`src/rtl/tile_background_pixel_fetch_assert.svh`:
```
// assertion macros for the tile background pixel fetch block
`ifndef TILE_BACKGROUND_PIXEL_FETCH_ASSERT_SVH
`define TILE_BACKGROUND_PIXEL_FETCH_ASSERT_SVH
`ifndef SYNTHESIS
`define TBPF_ASSERT_IMP(label, clk, rst, ante, cons) \
  label: assert property (@(posedge clk) disable iff (rst) (ante) |-> (cons)) \
    else $error("tbpf: implication check failed");
`define TBPF_ASSERT_NEXT(label, clk, rst, ante, cons) \
  label: assert property (@(posedge clk) disable iff (rst) (ante) |=> cons) \
    else $error("tbpf: sequence check failed");
`else
`define TBPF_ASSERT_IMP(label, clk, rst, ante, cons)
`define TBPF_ASSERT_NEXT(label, clk, rst, ante, cons)
`endif
`endif

```
`src/rtl/tbpf_fifo.sv`:
```
// small synchronous word queue
module tbpf_fifo #(
  parameter int WIDTH = 8,
  parameter int DEPTH = 4
) (
  input  logic             clk,
  input  logic             rst,
  input  logic             push,
  input  logic [WIDTH-1:0] wdata,
  output logic             full,
  input  logic             pop,
  output logic [WIDTH-1:0] rdata,
  output logic             empty
);

  localparam int AW = (DEPTH > 1) ? $clog2(DEPTH) : 1;
  localparam int CW = $clog2(DEPTH + 1);

  logic [WIDTH-1:0] slots [DEPTH];
  logic [AW-1:0] rd_ptr;
  logic [AW-1:0] wr_ptr;
  logic [CW-1:0] count;
  logic do_push;
  logic do_pop;

  assign full = (count == CW'(DEPTH));
  assign empty = (count == '0);
  assign do_push = push & ~full;
  assign do_pop = pop & ~empty;
  assign rdata = slots[rd_ptr];

  always_ff @(posedge clk) begin
    if (do_push) begin
      slots[wr_ptr] <= wdata;
    end
  end

  always_ff @(posedge clk) begin
    if (rst) begin
      rd_ptr <= '0;
      wr_ptr <= '0;
      count <= '0;
    end else begin
      if (do_push) begin
        wr_ptr <= (wr_ptr == AW'(DEPTH - 1)) ? '0 : wr_ptr + 1'b1;
      end
      if (do_pop) begin
        rd_ptr <= (rd_ptr == AW'(DEPTH - 1)) ? '0 : rd_ptr + 1'b1;
      end
      if (do_push && !do_pop) begin
        count <= count + 1'b1;
      end else if (do_pop && !do_push) begin
        count <= count - 1'b1;
      end
    end
  end

endmodule

```
`config.mk`:
```
export PLATFORM = sky130hd
export DESIGN_NAME = tbpf_fifo
export DESIGN_NICKNAME = d
export VERILOG_FILES = /design/src/rtl/tile_background_pixel_fetch_assert.svh /design/src/rtl/tbpf_fifo.sv
export SDC_FILE = /design/constraint.sdc
export NUM_CORES = 1
export LEC_CHECK = 0
export CAP_MARGIN = 40
export CELL_PAD_IN_SITES_DETAIL_PLACEMENT = 1
export CELL_PAD_IN_SITES_GLOBAL_PLACEMENT = 1
export CORE_MARGIN = 4
export CORE_UTILIZATION = 39
export CTS_CLUSTER_SIZE = 40
export DETAILED_ROUTE_END_ITERATION = 10
export DONT_BUFFER_PORTS = 1
export PLACE_DENSITY_LB_ADDON = 0.1
export REMOVE_ABC_BUFFERS = 1
export SYNTH_ARGS = -nofsm -noshare
export SYNTH_HDL_FRONTEND = slang
export SYNTH_SLANG_ARGS = --single-unit
```
`constraint.sdc`:
```
create_clock -name clk -period 5.54 [get_ports clk]
set_clock_uncertainty 0.15 [all_clocks]
set_input_delay 1.108 -clock clk [delete_from_list [all_inputs] [get_ports clk]]
set_output_delay 1.108 -clock clk [all_outputs]
set_load 0.01 [all_outputs]
```
# Yosys cells after proc, flatten, opt, wreduce, memory -nomap -nowiden
# Memories as Yosys holds them, arrays and structs flattened. A register that Yosys moved wholly into a read port is not among the register bits.
# Index checks and enable logic that the tools add are counted.
[classes]
add_sub_neg = 4
eq_ne = 3
mux = 8
bitwise_logic = 4
n_reduce_logical = 6
[ops]
columns = ["cell", "count"]
rows = [
  ["2-bit 2-to-1 mux", 4],
  ["3-bit 2-to-1 mux", 2],
  ["2-bit by 1-bit adder with 2-bit output (second input constant)", 2],
  ["2-bit equality test (second input constant)", 2],
  ["3-bit by 1-bit adder with 3-bit output (second input constant)", 1],
  ["3-bit equality test (second input constant)", 1],
  ["3-bit zero test", 1],
  ["3-bit by 1-bit subtractor with 3-bit output (second input constant)", 1],
  ["1-bit AND", 2],
  ["1-bit logical AND", 2],
  ["1-bit zero test", 2],
  ["1-bit 2-to-1 mux", 2],
  ["1-bit NOT", 2],
  ["2-bit nonzero test", 1],
]
[word_totals]
register_bits = 7
ram_bits = 32
input_bits = 12
output_inout_bits = 10
word_cells = 29
n_memories = 1
[memory_table]
columns = ["memory", "words", "word_bits", "rd", "rd_ports_with_merged_regs", "write_ports", "line_no", "rtl"]
rows = [
  ["slots", 4, 8, 1, 1, 1, "tbpf_fifo.sv:19", "logic [WIDTH-1:0] slots [DEPTH];"],
]

# Longest topological paths before layout
[depth]
word_depth = 7
depth_mapped = 10
mapped_depth_nobuf = 9

# Least setup slack after synthesis
# Ideal clock, no wire load.
[synth_timing]
path_type = "input-to-reg"
startpoint = "in push"
endpoint = "reg count[2]"
setup_time_ns = 0.070
arrival_ns = 2.541
t_required_ns = 5.320
setup_slack_ns = 2.779
stages = 8
path_buffers = 0
path_cell_list = "inv_1 -> nor2_2 -> ha_1 -> inv_1 -> fa_1 -> xor2_1 -> or3_2 -> a21oi_1"
[synth_between]
elab_chain_cells = 4
elab_cells_between_ends = 6
classes_between = "mux: 1; bitwise: 1; reduce/logical: 4"
[synth_lines]
columns = ["element", "line_no", "rtl"]
rows = [
  ["start, declared", "tbpf_fifo.sv:8", "input logic push,"],
  ["1-bit AND *", "tbpf_fifo.sv:28", "assign do_push = push & ~full;"],
  ["named net do_push", "tbpf_fifo.sv:23", "logic do_push;"],
  ["1-bit zero test", "tbpf_fifo.sv:52", "end else if (do_pop && !do_push) begin"],
  ["1-bit logical AND", "tbpf_fifo.sv:52", ""],
  ["2-bit nonzero test (no source line)", "n/a", ""],
  ["end signal, assigned", "tbpf_fifo.sv:51", "count <= count + 1'b1;"],
  ["end signal, assigned", "tbpf_fifo.sv:53", "count <= count - 1'b1;"],
  ["end, declared", "tbpf_fifo.sv:22", "logic [CW-1:0] count;"],
]
# The timed path passes the listed nets; every way through them passes the cells marked *.
# A chain may end at the register's enable or synchronous reset.

==> metrics.md <==
| Metric | Value |
|---|---|
| Logic pwr share | `21.9%` |
| CP max stage delay | `0.67 ns` |
| Status | `finished clean` |
| Post-synthesis cell type count | `26` |
| Setup TNS | `0 ns` |
| RSZ-0062 raised after global routing | `no` |
| Share of cells above drive strength 1 | `22.9%` |
| Post-route cell area | `1760 um2` |
| Kind of critical path | `register to primary output` |
| Max-slew headroom | `63.7%` |
| WHS Endpoint | `rd_ptr[0]` |
| Port Buffers | `0` |
| Drt drc | `0` |
| Leak pwr | `0.000602 uW` |
| Overall Global Routing Usage | `11.7%` |
| R2R setup slack | `2.91 ns` |
| Routability congestion estimate | `0.694` |
| Initial antenna violation count | `0` |
| Via density | `5.25` |
| Top achievable clock speed | `352 MHz` |
| Worst Hold Slack | `0.346 ns` |
| Worst Max-Slew Pin Slew | `0.544 ns` |
| Number of global-route vias before repair | `856` |
| Total gr overflow | `0` |
| Row count | `23` |
| Worst R2R Path Depth | `9` |
| Clock transition at path regs | `0.07 ns` |
| Post-synthesis xor/xnor area fraction | `1.06%` |
| Setup Buffers After CTS | `0` |
| Max Slew Vio Count | `0` |
| Finished Layout Cells | `146` |
| Worst path cell trace | `mux4_2` |
| Crit path buf inv count | `0` |
| Io pins | `22` |
| Total die area | `5320 um2` |
| Warnings, synthesis | `0` |
| Crit path max fanout | `8` |
| Worst Hold Depth | `2` |
| Origin of the critical flop-to-flop path | `count[0]` |
| Post-Synth Simple-Gate Area | `5.70%` |
| WL final | `2.70 mm` |
| Final-report setup violation count | `0` |
| Post-synthesis mux area share | `12.2%` |
| Worst hold start | `rd_ptr[0]` |
| Synthesized area | `1650 um2` |
| Final hold vios | `0` |
| Int Power | `543 uW` |
| PD cells | `428 nW/um2` |
| Worst skew pair latency | `0.28 ns` |
| VDD IR max | `214 uV` |
| Critical Path End Type | `primary output` |
| Initial Utilization | `40.8%` |
| #FFs+latches synth | `41` |
| Seq pwr share | `54.6%` |
| Sw frac | `28.2%` |
| Fill count | `409` |
| DRT iter0 DRCs | `53` |
| Placed Area | `1680 um2` |
| Die span in x | `73.0 um` |
| Routed vias | `767` |
| First-pass GRT wire length | `4.37 mm` |
| First-pass DRT Iterations | `4` |
| Synth Area in Compound Gates | `3.04%` |
| # hold bufs at CTS | `0` |
| CORE AREA | `4030 um2` |
| Mean Syn Cell Area | `17.9 um2` |
| Worst EP required | `4.28 ns` |
| CTS tree | `yes` |
| Antenna diodes | `0` |
| Die Y | `73.0 um` |
| CTS Sinks | `41` |
| Avg WL per Cell | `18.5 um` |
| Fin nets | `114` |
| Clock buffer depth | `2` |
| Final Critical Period | `2.84 ns` |
| Area delta synth->final | `7.22%` |
| Pin count of the biggest net entering global routing | `13` |
| Clk pwr share | `23.4%` |
| Top cells by area, synth | `edfxtp_1, dfxtp_1, mux4_2, ha_1, and3_2` |
| Placed Cells | `138` |
| Post-route ant nets | `0` |
| # resized after CTS | `0` |
| Power, Total | `756 uW` |
| Post-Syn Instances | `92` |
| Cell family with most CP delay | `flip-flops` |
| Critical path arrival | `1.58 ns` |
| Max-cap violation count | `0` |
| Fin crit share | `51.3%` |
| Register area share after synthesis | `69.4%` |
| Critical path's slowest cell | `dfxtp_1` |
| Max H-tree Level | `2` |
| Critical Path Source Type | `register` |
| Share of the synthesized area in the top cell type | `58.4%` |
| Post-DP HPWL | `1.96 mm` |
| Main combinational cell family by area after synthesis | `multiplexers` |
| Switching power | `213 uW` |
| Worst min path class | `register to register` |
| Synth Area in Adders | `5.78%` |
| TritonCTS Buffers | `5` |
| Leading area contributor after synthesis | `edfxtp_1` |
| R2R Path End | `count[2]` |
| CTS root buffer | `clkbuf_8` |
==> stage by stage <==
step	setup WS [ns]	util, %
global placement	2.74	41.8
floorplan	2.78	-
CTS	2.62	43.8
global route	2.56	43.8
finish	2.70	43.8
detailed placement	2.63	41.8
==> power groups by stage <==
stage	sequential, uW	clock, uW	combinational, uW
finish	413	177	166
global route	420	202	184
CTS	416	185	171
detailed placement	423	0	171
global placement	420	0	162
floorplan	410	0	137
==> routing by layer <==
| metal | GRT usage (%) | vias up | wire length (um) |
|---|---|---|---|
| met5 | 0 | - | 0 |
| li1 | - | 354 | - |
| met1 | 12.9 | 389 | 1100 |
| met3 | 4.55 | 6 | 145 |
| met2 | 19.7 | 18 | 1400 |
| met4 | 5.53 | 0 | 58 |
==> cells in the mapped netlist, drive strengths merged <==
cell type,instances
o21ai,2
edfxtp,32
buf,3
nor2,4
nand3,2
and3,4
a21oi,3
or3b,1
xor2,2
clkinv,1
dfxtp,9
ha,6
nor3,2
or3,2
clkbuf,1
nand2,1
o31ai,2
inv,4
mux2i,2
mux4,8
fa,1
==> placed cells by master (no fill, tap or decap), drive strengths merged <==
cell type and count:
nor3 2, nor2 4, fa 1, or3b 1
edfxtp 32, ha 6, mux2i 2, nand3 2
clkinv 2, mux4 8, clkbuf 7, dfxtp 9
xor2 2, or3 2, a21oi 3, o21ai 2
inv 4, and3 4, nand2 1, o31ai 2
==> final cells by class <==
type                    count  area (um2)  area share, %
clock buffers               7        76.3           4.33
clock inverters             1        3.75          0.213
inverters                   5        23.8           1.35
multi-input cells          42         457           25.9
flip-flops and latches     41        1140           64.7
well taps                  50        62.6           3.55
==> state kept, by name, indices dropped and copies added (netlist names), named ones only <==
register	cells
slots	32
rd_ptr	2
count	3
wr_ptr	2
==> worst max path at each step <==
stage / start / endpoint / slack [ns] / cells after the start
after floorplan: push / count[2] / 2.78 / 8
after global placement: push / count[2] / 2.74 / 8
after detailed placement: push / count[2] / 2.63 / 8
after CTS: register / rdata[2] / 2.62 / 1
after global routing: register / rdata[2] / 2.56 / 1
final: register / rdata[2] / 2.70 / 1
==> kinds of logic after synthesis <==
group,after synthesis
buffers and inverters,9
AOI/OAI and AO/OA,7
xor gates and xnor gates,2
DFF,41
and+or+nand+nor,16
adders and majority gates,7
muxes,10
(Power assumes the default switching activity.)
