<file path="src/rtl/tile_background_pixel_fetch_assert.svh">
// assertion macros for the tile background pixel fetch block
`ifndef TILE_BACKGROUND_PIXEL_FETCH_ASSERT_SVH
`define TILE_BACKGROUND_PIXEL_FETCH_ASSERT_SVH
`ifndef SYNTHESIS
`define TBPF_ASSERT_IMP(label, clk, rst, ante, cons) \
  label: assert property (@(posedge clk) disable iff (rst) (ante) |-> (cons)) \
    else $error("tbpf: implication check failed");
`define TBPF_ASSERT_NEXT(label, clk, rst, ante, cons) \
  label: assert property (@(posedge clk) disable iff (rst) (ante) |=> cons) \
    else $error("tbpf: sequence check failed");
`else
`define TBPF_ASSERT_IMP(label, clk, rst, ante, cons)
`define TBPF_ASSERT_NEXT(label, clk, rst, ante, cons)
`endif
`endif

</file>
<file path="src/rtl/tbpf_pkg.sv">
// shared types and constants of the tile background pixel fetch block
package tbpf_pkg;

  localparam int RAM_BYTES_DEFAULT = 16384;
  localparam int ADDR_W = 14;
  localparam int CFG_INDEX_W = 3;
  localparam int CFG_DATA_W = 8;
  localparam int JOB_QUEUE_DEPTH = 4;
  localparam int RES_QUEUE_DEPTH = 2;

  localparam logic [CFG_INDEX_W-1:0] REG_DISPLAY_MODE = 3'd0;
  localparam logic [CFG_INDEX_W-1:0] REG_NAME_BASE = 3'd1;
  localparam logic [CFG_INDEX_W-1:0] REG_PATTERN_BASE = 3'd2;
  localparam logic [CFG_INDEX_W-1:0] REG_COLOR_BASE = 3'd3;
  localparam logic [CFG_INDEX_W-1:0] REG_HSCROLL = 3'd4;
  localparam logic [CFG_INDEX_W-1:0] REG_VSCROLL = 3'd5;
  localparam logic [CFG_INDEX_W-1:0] REG_TOP_LOCK = 3'd6;
  localparam logic [CFG_INDEX_W-1:0] REG_RIGHT_LOCK = 3'd7;

  localparam logic [3:0] MODE_TWO_COLOR = 4'd0;
  localparam logic [3:0] MODE_TWO_COLOR_SPLIT = 4'd2;
  localparam logic [3:0] MODE_TILE_8 = 4'd8;
  localparam logic [3:0] MODE_TILE_10 = 4'd10;
  localparam logic [3:0] MODE_TILE_224 = 4'd11;
  localparam logic [3:0] MODE_TILE_12 = 4'd12;
  localparam logic [3:0] MODE_TILE_240 = 4'd14;
  localparam logic [3:0] MODE_TILE_15 = 4'd15;

  localparam logic OP_WRITE = 1'b0;
  localparam logic OP_RENDER = 1'b1;

  typedef struct packed {
    logic        opcode;
    logic [13:0] ram_address;
    logic [7:0]  ram_data;
    logic [7:0]  pixel_column;
    logic [8:0]  pixel_line;
  } item_t;

  typedef struct packed {
    logic [3:0] pixel_color;
    logic       palette_select;
    logic       front_priority;
  } result_t;

  typedef struct packed {
    logic [3:0] display_mode;
    logic [3:0] name_table_base;
    logic [2:0] pattern_table_base;
    logic [7:0] color_table_base;
    logic [7:0] horizontal_scroll;
    logic [7:0] vertical_scroll;
    logic       top_rows_scroll_lock;
    logic       right_columns_scroll_lock;
  } cfg_t;

  typedef enum logic [1:0] {
    KIND_WRITE,
    KIND_ZERO,
    KIND_TWO,
    KIND_TILE
  } job_kind_t;

  typedef struct packed {
    job_kind_t         kind;
    logic [ADDR_W-1:0] addr;
    logic [7:0]        data;
    logic [2:0]        col3;
    logic [2:0]        line3;
    logic              split;
    logic [2:0]        pat_hi;
    logic [2:0]        col_hi;
  } job_t;

endpackage

</file>
<file path="src/rtl/tbpf_front.sv">
// register file and classifier: turns input words into fetch jobs
module tbpf_front (
  input  logic                                clk,
  input  logic                                rst,
  input  logic                                wr_en,
  input  logic [tbpf_pkg::CFG_INDEX_W-1:0]    wr_index,
  input  logic [tbpf_pkg::CFG_DATA_W-1:0]     wr_data,
  input  tbpf_pkg::item_t                     item,
  output tbpf_pkg::cfg_t                      cfg,
  output tbpf_pkg::job_t                      job
);

  localparam logic [8:0] LOCK_LINES = 9'd16;
  localparam logic [7:0] LOCK_COLUMN = 8'd191;
  localparam logic [8:0] WRAP_LINE = 9'd224;

  logic [7:0] col;
  logic [8:0] line;
  logic       fine_mask;
  logic [7:0] col_s;
  logic [8:0] line_v;
  logic [8:0] line_192;
  logic [8:0] line_tall;
  logic       b11;
  logic       b12;

  always_ff @(posedge clk) begin
    if (rst) begin
      cfg <= '0;
    end else if (wr_en) begin
      unique case (wr_index)
        tbpf_pkg::REG_DISPLAY_MODE: cfg.display_mode <= wr_data[3:0];
        tbpf_pkg::REG_NAME_BASE: cfg.name_table_base <= wr_data[3:0];
        tbpf_pkg::REG_PATTERN_BASE: cfg.pattern_table_base <= wr_data[2:0];
        tbpf_pkg::REG_COLOR_BASE: cfg.color_table_base <= wr_data;
        tbpf_pkg::REG_HSCROLL: cfg.horizontal_scroll <= wr_data;
        tbpf_pkg::REG_VSCROLL: cfg.vertical_scroll <= wr_data;
        tbpf_pkg::REG_TOP_LOCK: cfg.top_rows_scroll_lock <= wr_data[0];
        tbpf_pkg::REG_RIGHT_LOCK: cfg.right_columns_scroll_lock <= wr_data[0];
        default: cfg <= cfg;
      endcase
    end
  end

  assign col = item.pixel_column;
  assign line = item.pixel_line;

  // scrolled position for the tile modes
  assign fine_mask = (col < {5'b0, cfg.horizontal_scroll[2:0]});
  assign col_s = (cfg.top_rows_scroll_lock && line < LOCK_LINES) ? col
               : col - cfg.horizontal_scroll;
  assign line_v = (!cfg.right_columns_scroll_lock || col_s <= LOCK_COLUMN)
                ? line + {1'b0, cfg.vertical_scroll} : line;
  assign line_192 = (line_v >= WRAP_LINE) ? line_v - WRAP_LINE : line_v;
  assign line_tall = line_v + WRAP_LINE;

  // mode 2 thirds
  assign b11 = (line[8:6] == 3'd1);
  assign b12 = (line[8:6] == 3'd2);

  always_comb begin
    job = '0;
    job.kind = tbpf_pkg::KIND_ZERO;
    job.addr = item.ram_address;
    job.data = item.ram_data;
    if (item.opcode == tbpf_pkg::OP_WRITE) begin
      job.kind = tbpf_pkg::KIND_WRITE;
    end else begin
      unique case (cfg.display_mode) inside
        tbpf_pkg::MODE_TWO_COLOR, tbpf_pkg::MODE_TWO_COLOR_SPLIT: begin
          job.kind = tbpf_pkg::KIND_TWO;
          job.addr = {cfg.name_table_base, line[7:3], col[7:3]};
          job.col3 = col[2:0];
          job.line3 = line[2:0];
          if (cfg.display_mode == tbpf_pkg::MODE_TWO_COLOR_SPLIT) begin
            job.split = 1'b1;
            job.pat_hi = {cfg.pattern_table_base[2], b12 & cfg.pattern_table_base[1],
                          b11 & cfg.pattern_table_base[0]};
            job.col_hi = {cfg.color_table_base[7], b12 & cfg.pattern_table_base[1],
                          b11 & cfg.pattern_table_base[0]};
          end else begin
            job.pat_hi = cfg.pattern_table_base;
          end
        end
        tbpf_pkg::MODE_TILE_8, tbpf_pkg::MODE_TILE_10, tbpf_pkg::MODE_TILE_12,
        tbpf_pkg::MODE_TILE_15: begin
          if (!fine_mask) begin
            job.kind = tbpf_pkg::KIND_TILE;
            job.addr = {cfg.name_table_base[3:1], line_192[7:3], col_s[7:3], 1'b0};
            job.col3 = col_s[2:0];
            job.line3 = line_192[2:0];
          end
        end
        tbpf_pkg::MODE_TILE_224, tbpf_pkg::MODE_TILE_240: begin
          if (!fine_mask) begin
            job.kind = tbpf_pkg::KIND_TILE;
            job.addr = {cfg.name_table_base[3:2], line_tall[8:3], col_s[7:3], 1'b0};
            job.col3 = col_s[2:0];
            job.line3 = line_tall[2:0];
          end
        end
        default: job.kind = tbpf_pkg::KIND_ZERO;
      endcase
    end
  end

endmodule

</file>
<file path="config.mk">
export PLATFORM = sky130hd
export DESIGN_NAME = tbpf_front
export DESIGN_NICKNAME = d
export VERILOG_FILES = /design/src/rtl/tile_background_pixel_fetch_assert.svh /design/src/rtl/tbpf_pkg.sv /design/src/rtl/tbpf_front.sv
export SDC_FILE = /design/constraint.sdc
export NUM_CORES = 1
export LEC_CHECK = 0
export ABC_AREA = 0
export BUFFER_PORTS_ARGS = -buffer_cell sky130_fd_sc_hd__buf_2
export CAP_MARGIN = 20
export CORE_AREA = 2 2 79 81
export DETAILED_ROUTE_END_ITERATION = 6
export DIE_AREA = 0 0 81 83
export MAX_ROUTING_LAYER = met4
export PLACE_DENSITY = 0.85
export SKIP_CTS_REPAIR_TIMING = 1
export SLEW_MARGIN = 0
export SYNTH_ARGS = -nofsm -noshare
export SYNTH_HDL_FRONTEND = slang
export SYNTH_SLANG_ARGS = --single-unit
</file>
<file path="constraint.sdc">
create_clock -name clk -period 5.75 [get_ports clk]
set_input_delay 0.575 -clock clk [delete_from_list [all_inputs] [get_ports clk]]
set_output_delay 0.575 -clock clk [all_outputs]
set_load 0.02 [all_outputs]
</file>
**After elaboration in Yosys (flattened, before gate mapping)**

Cells that the tools add are included.

- Flip-flop bits (word level): 37
- Output and inout port bits: 74

- Bitwise gates (word level): 2
- Reduce and logical (&&, ||, !) cells: 16
- Eq/ne operators: 16
- Multiplexer cells: 17
- Order comparisons: 4
- Add/sub/neg operators: 4

Operators by type and width:

| operator | count |
|---|---|
| 14-bit case mux with 3 select lines | 1 |
| 16-bit 2-to-1 mux | 2 |
| 4-bit equality test, second input constant | 6 |
| 6-bit case mux with 3 select lines | 1 |
| 8-bit 2-to-1 mux | 2 |
| 2-bit AND reduction | 8 |
| 14-bit 2-to-1 mux | 1 |
| 13-bit 2-to-1 mux | 1 |
| 3-bit equality test, second input constant | 4 |
| 6-bit 2-to-1 mux | 2 |
| 9-bit by 8-bit adder with 9-bit output | 1 |
| 9-bit by 8-bit adder with 9-bit output, second input constant | 1 |
| 3-bit by 2-bit equality test with 1-bit output, second input constant | 3 |
| 9-bit by 8-bit greater-or-equal comparator with 1-bit output, second input constant | 1 |
| 9-bit by 5-bit < comparator with 1-bit output, second input constant | 1 |
| 9-bit 2-to-1 mux | 1 |
| 8-bit <= comparator, second input constant | 1 |
| 8-bit by 3-bit < comparator with 1-bit output | 1 |
| 8-bit subtractor | 1 |
| 8-bit subtractor, second input constant | 1 |
| 7-bit 2-to-1 mux | 1 |
| 3-bit by 1-bit equality test with 1-bit output, second input constant | 2 |
| 2-bit case mux with 3 select lines | 1 |
| 4-bit by 2-bit equality test with 1-bit output, second input constant | 1 |
| other kinds (11) | 14 |

**Logic depth before layout (Yosys ltp)**

Gate-level depths: netlist (run 1).

- Depth after elaboration: 11
- Mapped depth: 17
- Gate-level depth less buffers: 16

**Worst setup path before layout (run 1)**

OpenSTA, ideal clock, no wires.

- Path kind: input to output
- Start: input port item[9] (netlist name)
- End: output port job[30] (netlist name)
- Required time: 5.175 ns
- Arrival time: 3.938 ns
- Setup slack: 1.237 ns
- Stages on the path: 17
- Cells stage by stage: inv_1 -> ha_1 -> fa_1 -> nor2b_1 -> o2111ai_1 -> and3b_1 -> o31ai_1 -> nand2_1 -> nor2_2 -> buf_6 -> mux2_2 -> ha_1 -> a41o_1 -> nand2_1 -> mux2_4 -> a21oi_1 -> o31ai_1

RTL lines:

| item | line | RTL |
|---|---|---|
| start: declaration | tbpf_front.sv:8 | `input tbpf_pkg::item_t item,` |
| end: declaration | tbpf_front.sv:10 | `output tbpf_pkg::job_t job` |

==> results.cfg, run 1 <==
[sta]
finalCritPeriodShare_pct = 88.04
report.final.slew_viol_count = 0
setup_viol = 0
timing.final.ws_setup_ns = 0.6877
worst_pin_slew_ns = 0.8122
rsz0062_at_grt = no
slew_headroom_pct = 45.44
hold_viol_final = 0
max_freq_mhz = 197.5
fin_skew_ns = 0
fin_crit_ns = 5.062
tns_ns = 0

[route]
wl_met1_um = 3868
drtPass1Iterations = 4
wirelength_um = 9005
route.detailed.drc = 0
route.met3.wl_um = 659
drt_iter0_drc = 190
routed-wl-met2_um = 4328
viasPerCell = 5.674
top_layer = met4
ant_nets = 0
num_vias = 3257
wire_per_inst_um = 15.69

[power]
power_frac_clock_pct = 27.4
share_seq_of_total_power_pct = 42.3
sw_frac_of_total_pct = 33.26
cellPowerDensity_nw_per_um2 = 174.8
leakage_nw = 1.678
p_switching_uw = 210.1
internal_power_uw = 421.6
p_comb_share_pct = 30.3
finalPower_uw = 631.7
ir_worst_vdd_mv = 0.1848

[synth]
ys_seq_area_share_pct = 24.68
synth_area_um2 = 3002
yosysUniqueCellTypes = 62
syn_area_per_cell_um2 = 7.504
syn_inst = 400
yosysTopAreaCell = dfxtp_1
yosysMostFrequentCell = nand2_1
synth_common_cells = nand2_1, dfxtp_1, nor2_1
synthFlopType = dfxtp_1
synthArstFlopShare_pct = 0
yosys.area.top_type_share_pct = 24.68
syn_nets = 474
synth-seq-cells = 37
synth_area_leaders = dfxtp_1, nand2_1, ha_1
synth_edf_count = 0
yosysWarnings = 0

[die]
rows = 28
die_y_um = 83
die_area_um2 = 6723
start_util_pct = 51.61
die_w_um = 81
core-area_um2 = 5816
pin_count = 128

[final_layout]
multiInputGateArea_um2 = 2064
final_util_pct = 62.13
reg_top3 = cfg (37)
area_delta_synth_final_pct = 20.38
design_area_um2 = 3613
regMostFlops = cfg
ff_latch_area_um2 = 740.7
drive_gt1_share_pct = 27.66
antenna_cells = 0
fillers = 530
fin_nets = 572
largest_reg_flops = 37

[global_route]
grt_usage_pct = 27.31
grt_max_degree = 38
antenna_found_initial = 0
overflow = 0
grt_pass1_wl_um = 14330
grt_pass1_vias = 3013

[setup_path]
crit_buf_inv = 3
r2r_start = cfg[34]$_SDFFE_PP0P_
path_cells = buf_2 > inv_1 > ha_1 > fa_1 > nor2b_1 > o2111ai_1 > and3b_1 > o31ai_1 > nand2_1 > nor2_2 > mux2_2 > ha_1 > a41o_1 > nand2_1 > mux2_4 > a211oi_1 > o32a_1 > buf_2
max_stage_delay_ns = 0.47
reg2regPathDepth = 2
cp_max_fo = 11
cp-end-kind = output pin
cp.depth = 18
slowest_stage = nor2_2
critPathLaunch = item[9]
arrival_ns = 4.49
r2r_slack_ns = 5.01
crit_path_start_kind = input pin
critical_path_class = in -> out
cp_top_family = simple AND/OR/NAND/NOR gates
critical_path_required_ns = 5.18

[clock_network]
h-tree-depth = 2
cts_tree = done
numClockSinks = 37
clkTransAtPathRegs_ns = 0.07
clkLatencyLatePin_ns = 0.29
cts_root_buffer = clkbuf_8
cts_buffers = 5
cts.path.max_buffers = 2

[hold_path]
hold_depth = 2
hold_path_class = reg -> reg
hp-start = cfg[21]$_SDFFE_PP0P_

[place]
portBuffers = 111
place_congestion = 0.9415
placed_area_um2 = 3533
post-place-ws_ns = 0.7290
dp_hpwl_um = 7194

[flow_run]
cap_violations = 0

[status]
outcome = complete, no violations
power groups by stage:
stage	sequential [mW]	clock [mW]	combinational [mW]
floorplan	0.278	0	0.126
global placement	0.273	0	0.186
detailed placement	0.273	0	0.190
CTS	0.267	0.174	0.191
global route	0.268	0.187	0.209
finish	0.267	0.173	0.192
cells in the final DEF (no fill, tap or decap), types with 5 or more instances in the layout:
cell      instances
buf_2           111
nand2_1          83
dfxtp_1          37
nor2_1           35
a21oi_1          33
ha_1             18
mux2i_1          16
o21ai_0          15
inv_1            13
nor3_1           12
xor2_1            9
a22oi_1           9
and2_1            6
nand2b_1          6
and3_1            5
a211oi_1          5
xnor2_1           5
a21o_1            5
clkbuf_8          5
stage by stage:
stage	std cells	hold slack, ns
final	574	0.4597
after detailed placement	566	0.4506
after global placement	566	0.4407
after global routing	574	0.4889
after CTS	574	0.4619
after floorplan	400	0.5345
path summary, 6_finish.rpt:
path	endpoint
max	job[31]
min	cfg[21]$_SDFFE_PP0P_
max reg2reg	cfg[34]$_SDFFE_PP0P_
min reg2reg	cfg[21]$_SDFFE_PP0P_
routing by layer:
layer	up-vias	track usage (%)
li1	1587	-
met1	1517	36.08
met2	137	43.35
met3	16	3.370
met4	0	8.320
met5	-	-
cell families after synthesis:
logic type               count (synthesis)  synth area share (%)
flip-flops                              37                 24.68
XOR/XNOR                                16                 5.169
multiplexers                            23                 8.295
AND/OR/NAND/NOR                        172                 26.14
buffers and inverters                   38                 6.544
adder cells (fa/ha/maj)                 20                 8.837
AO/OA/AOI/OAI                           94                 20.34
worst min-delay path: stages (launching register included):
cell	delay, ns
dfxtp_1	0.31
nand2_1	0.05
a21oi_1	0.05
final cells by class:
cell class | count | share of cell area, %
repair buffers | 114 | 16.00
clock buffers | 8 | 2.216
well taps | 75 | 2.597
flip-flops and latches | 37 | 20.50
multi-input cells | 325 | 57.13
inverters | 15 | 1.558
(Power assumes the default switching activity.)
==> run 2: changes to the inputs <==
- REMOVE_ABC_BUFFERS: not set -> 1
==> run 2 against run 1 <==
Non-clock buffer count stayed put. Critical path depth unchanged. Sequential power about the same.
==> results.cfg, run 2 (synthesized netlist as in run 1, its figures left out) <==
[clock_network]
h-tree-depth = 2
cts.path.max_buffers = 2
cts_root_buffer = clkbuf_8
clkLatencyLatePin_ns = 0.29
cts_tree = done
clkTransAtPathRegs_ns = 0.07
numClockSinks = 37
cts_buffers = 5

[setup_path]
critical_path_required_ns = 5.18
cp_max_fo = 11
cp-end-kind = output pin
arrival_ns = 4.60
crit_path_start_kind = input pin
critical_path_class = in -> out

[route]
drtPass1Iterations = 5
wirelength_um = 8977
num_vias = 3264
route.detailed.drc = 0
viasPerCell = 5.686
wire_per_inst_um = 15.64
drt_iter0_drc = 167
ant_nets = 0

[global_route]
overflow = 0
antenna_found_initial = 0
grt_max_degree = 38
grt_pass1_wl_um = 14260
grt_pass1_vias = 3021
grt_usage_pct = 27.25

[die]
start_util_pct = 51.61
die_y_um = 83
die_area_um2 = 6723
pin_count = 128
core-area_um2 = 5816
die_w_um = 81
rows = 28

[sta]
timing.final.ws_setup_ns = 0.5782
fin_crit_ns = 5.172
slew_headroom_pct = 47.43
hold_viol_final = 0
report.final.slew_viol_count = 0
setup_viol = 0
rsz0062_at_grt = no
fin_skew_ns = 0
finalCritPeriodShare_pct = 89.94
timing.hold.ws_ns = 0.4593
worst_pin_slew_ns = 0.7857
max_freq_mhz = 193.4
tns_ns = 0

[place]
portBuffers = 111
post-place-ws_ns = 0.6055
dp_hpwl_um = 7108
place_congestion = 0.9731

[hold_path]
hold_path_class = reg -> reg

[final_layout]
fin_nets = 572
reg_top3 = cfg (37)
drive_gt1_share_pct = 28.26
regMostFlops = cfg
final_util_pct = 62.26
final_common_cell = buf_2
largest_reg_flops = 37
final_cell_mix = buf_2, nand2_1, dfxtp_1
area_delta_synth_final_pct = 20.63
antenna_cells = 0

[power]
power_frac_clock_pct = 27.8
sw_frac_of_total_pct = 33.89
ir_worst_vdd_mv = 0.2239
cellPowerDensity_nw_per_um2 = 175.2
leakage_nw = 1.685
internal_power_uw = 419.4
share_seq_of_total_power_pct = 42.1
finalPower_uw = 634.4
p_switching_uw = 215.0
p_comb_share_pct = 30.1

[flow_run]
cap_violations = 0

[status]
outcome = complete, no violations
run 2: area by class of cell:
| class | count | area, um2 |
|---|---|---|
| clock buffers | 6 | 72.57 |
| inverters | 15 | 56.30 |
| multi-input cells | 325 | 2069 |
| clock inverters | 2 | 10.01 |
| repair buffers | 114 | 578.1 |
| fillers | 568 | 2195 |
| well taps | 75 | 93.84 |
| flip-flops and latches | 37 | 740.7 |
run 2: worst paths after layout:
kind	cells after the start	startpoint	slack (ns)	to
min reg2reg	2	cfg[19]$_SDFFE_PP0P_	0.46	cfg[19]$_SDFFE_PP0P_
max reg2reg	2	cfg[26]$_SDFFE_PP0P_	5.03	cfg[26]$_SDFFE_PP0P_
max	18	item[9]	0.58	job[31]
min	2	cfg[19]$_SDFFE_PP0P_	0.46	cfg[19]$_SDFFE_PP0P_
run 2: power groups by stage:
stage | Sequential (mW) | Combinational, mW | Clock (mW)
finish | 0.267 | 0.191 | 0.176
detailed placement | 0.273 | 0.189 | 0
CTS | 0.267 | 0.190 | 0.177
global placement | 0.272 | 0.186 | 0
floorplan | 0.278 | 0.110 | 0
global route | 0.267 | 0.210 | 0.184
run 2: routing by layer:
metal  wire length (um)  share of wire [%]  GRT usage (%)  up-vias
li1                   -                  -              -     1585
met1               4014                 45          35.18     1506
met2               4096                 46          43.05      159
met3                714                8.0          5.109       14
met4                153                1.7          8.166        0
met5                  0                  0              -        -
run 2: critical path, stage by stage:
cell,delay (ns)
buf_2,0.09
inv_1,0.05
ha_1,0.21
fa_1,0.41
nor2b_1,0.16
o2111ai_1,0.14
and3b_1,0.21
o31ai_1,0.37
nand2_1,0.18
nor2_2,0.49
mux2_2,0.43
ha_1,0.25
a41o_1,0.21
nand2_1,0.08
mux2_4,0.16
a211oi_1,0.07
o32a_1,0.34
buf_2,0.16
run 2: stage by stage:
stage | cell area, um2 | cells
after detailed placement | 3538 | 566
final | 3621 | 574
after global placement | 3538 | 566
after floorplan | 2861 | 377
after global routing | 3621 | 574
after CTS | 3621 | 574
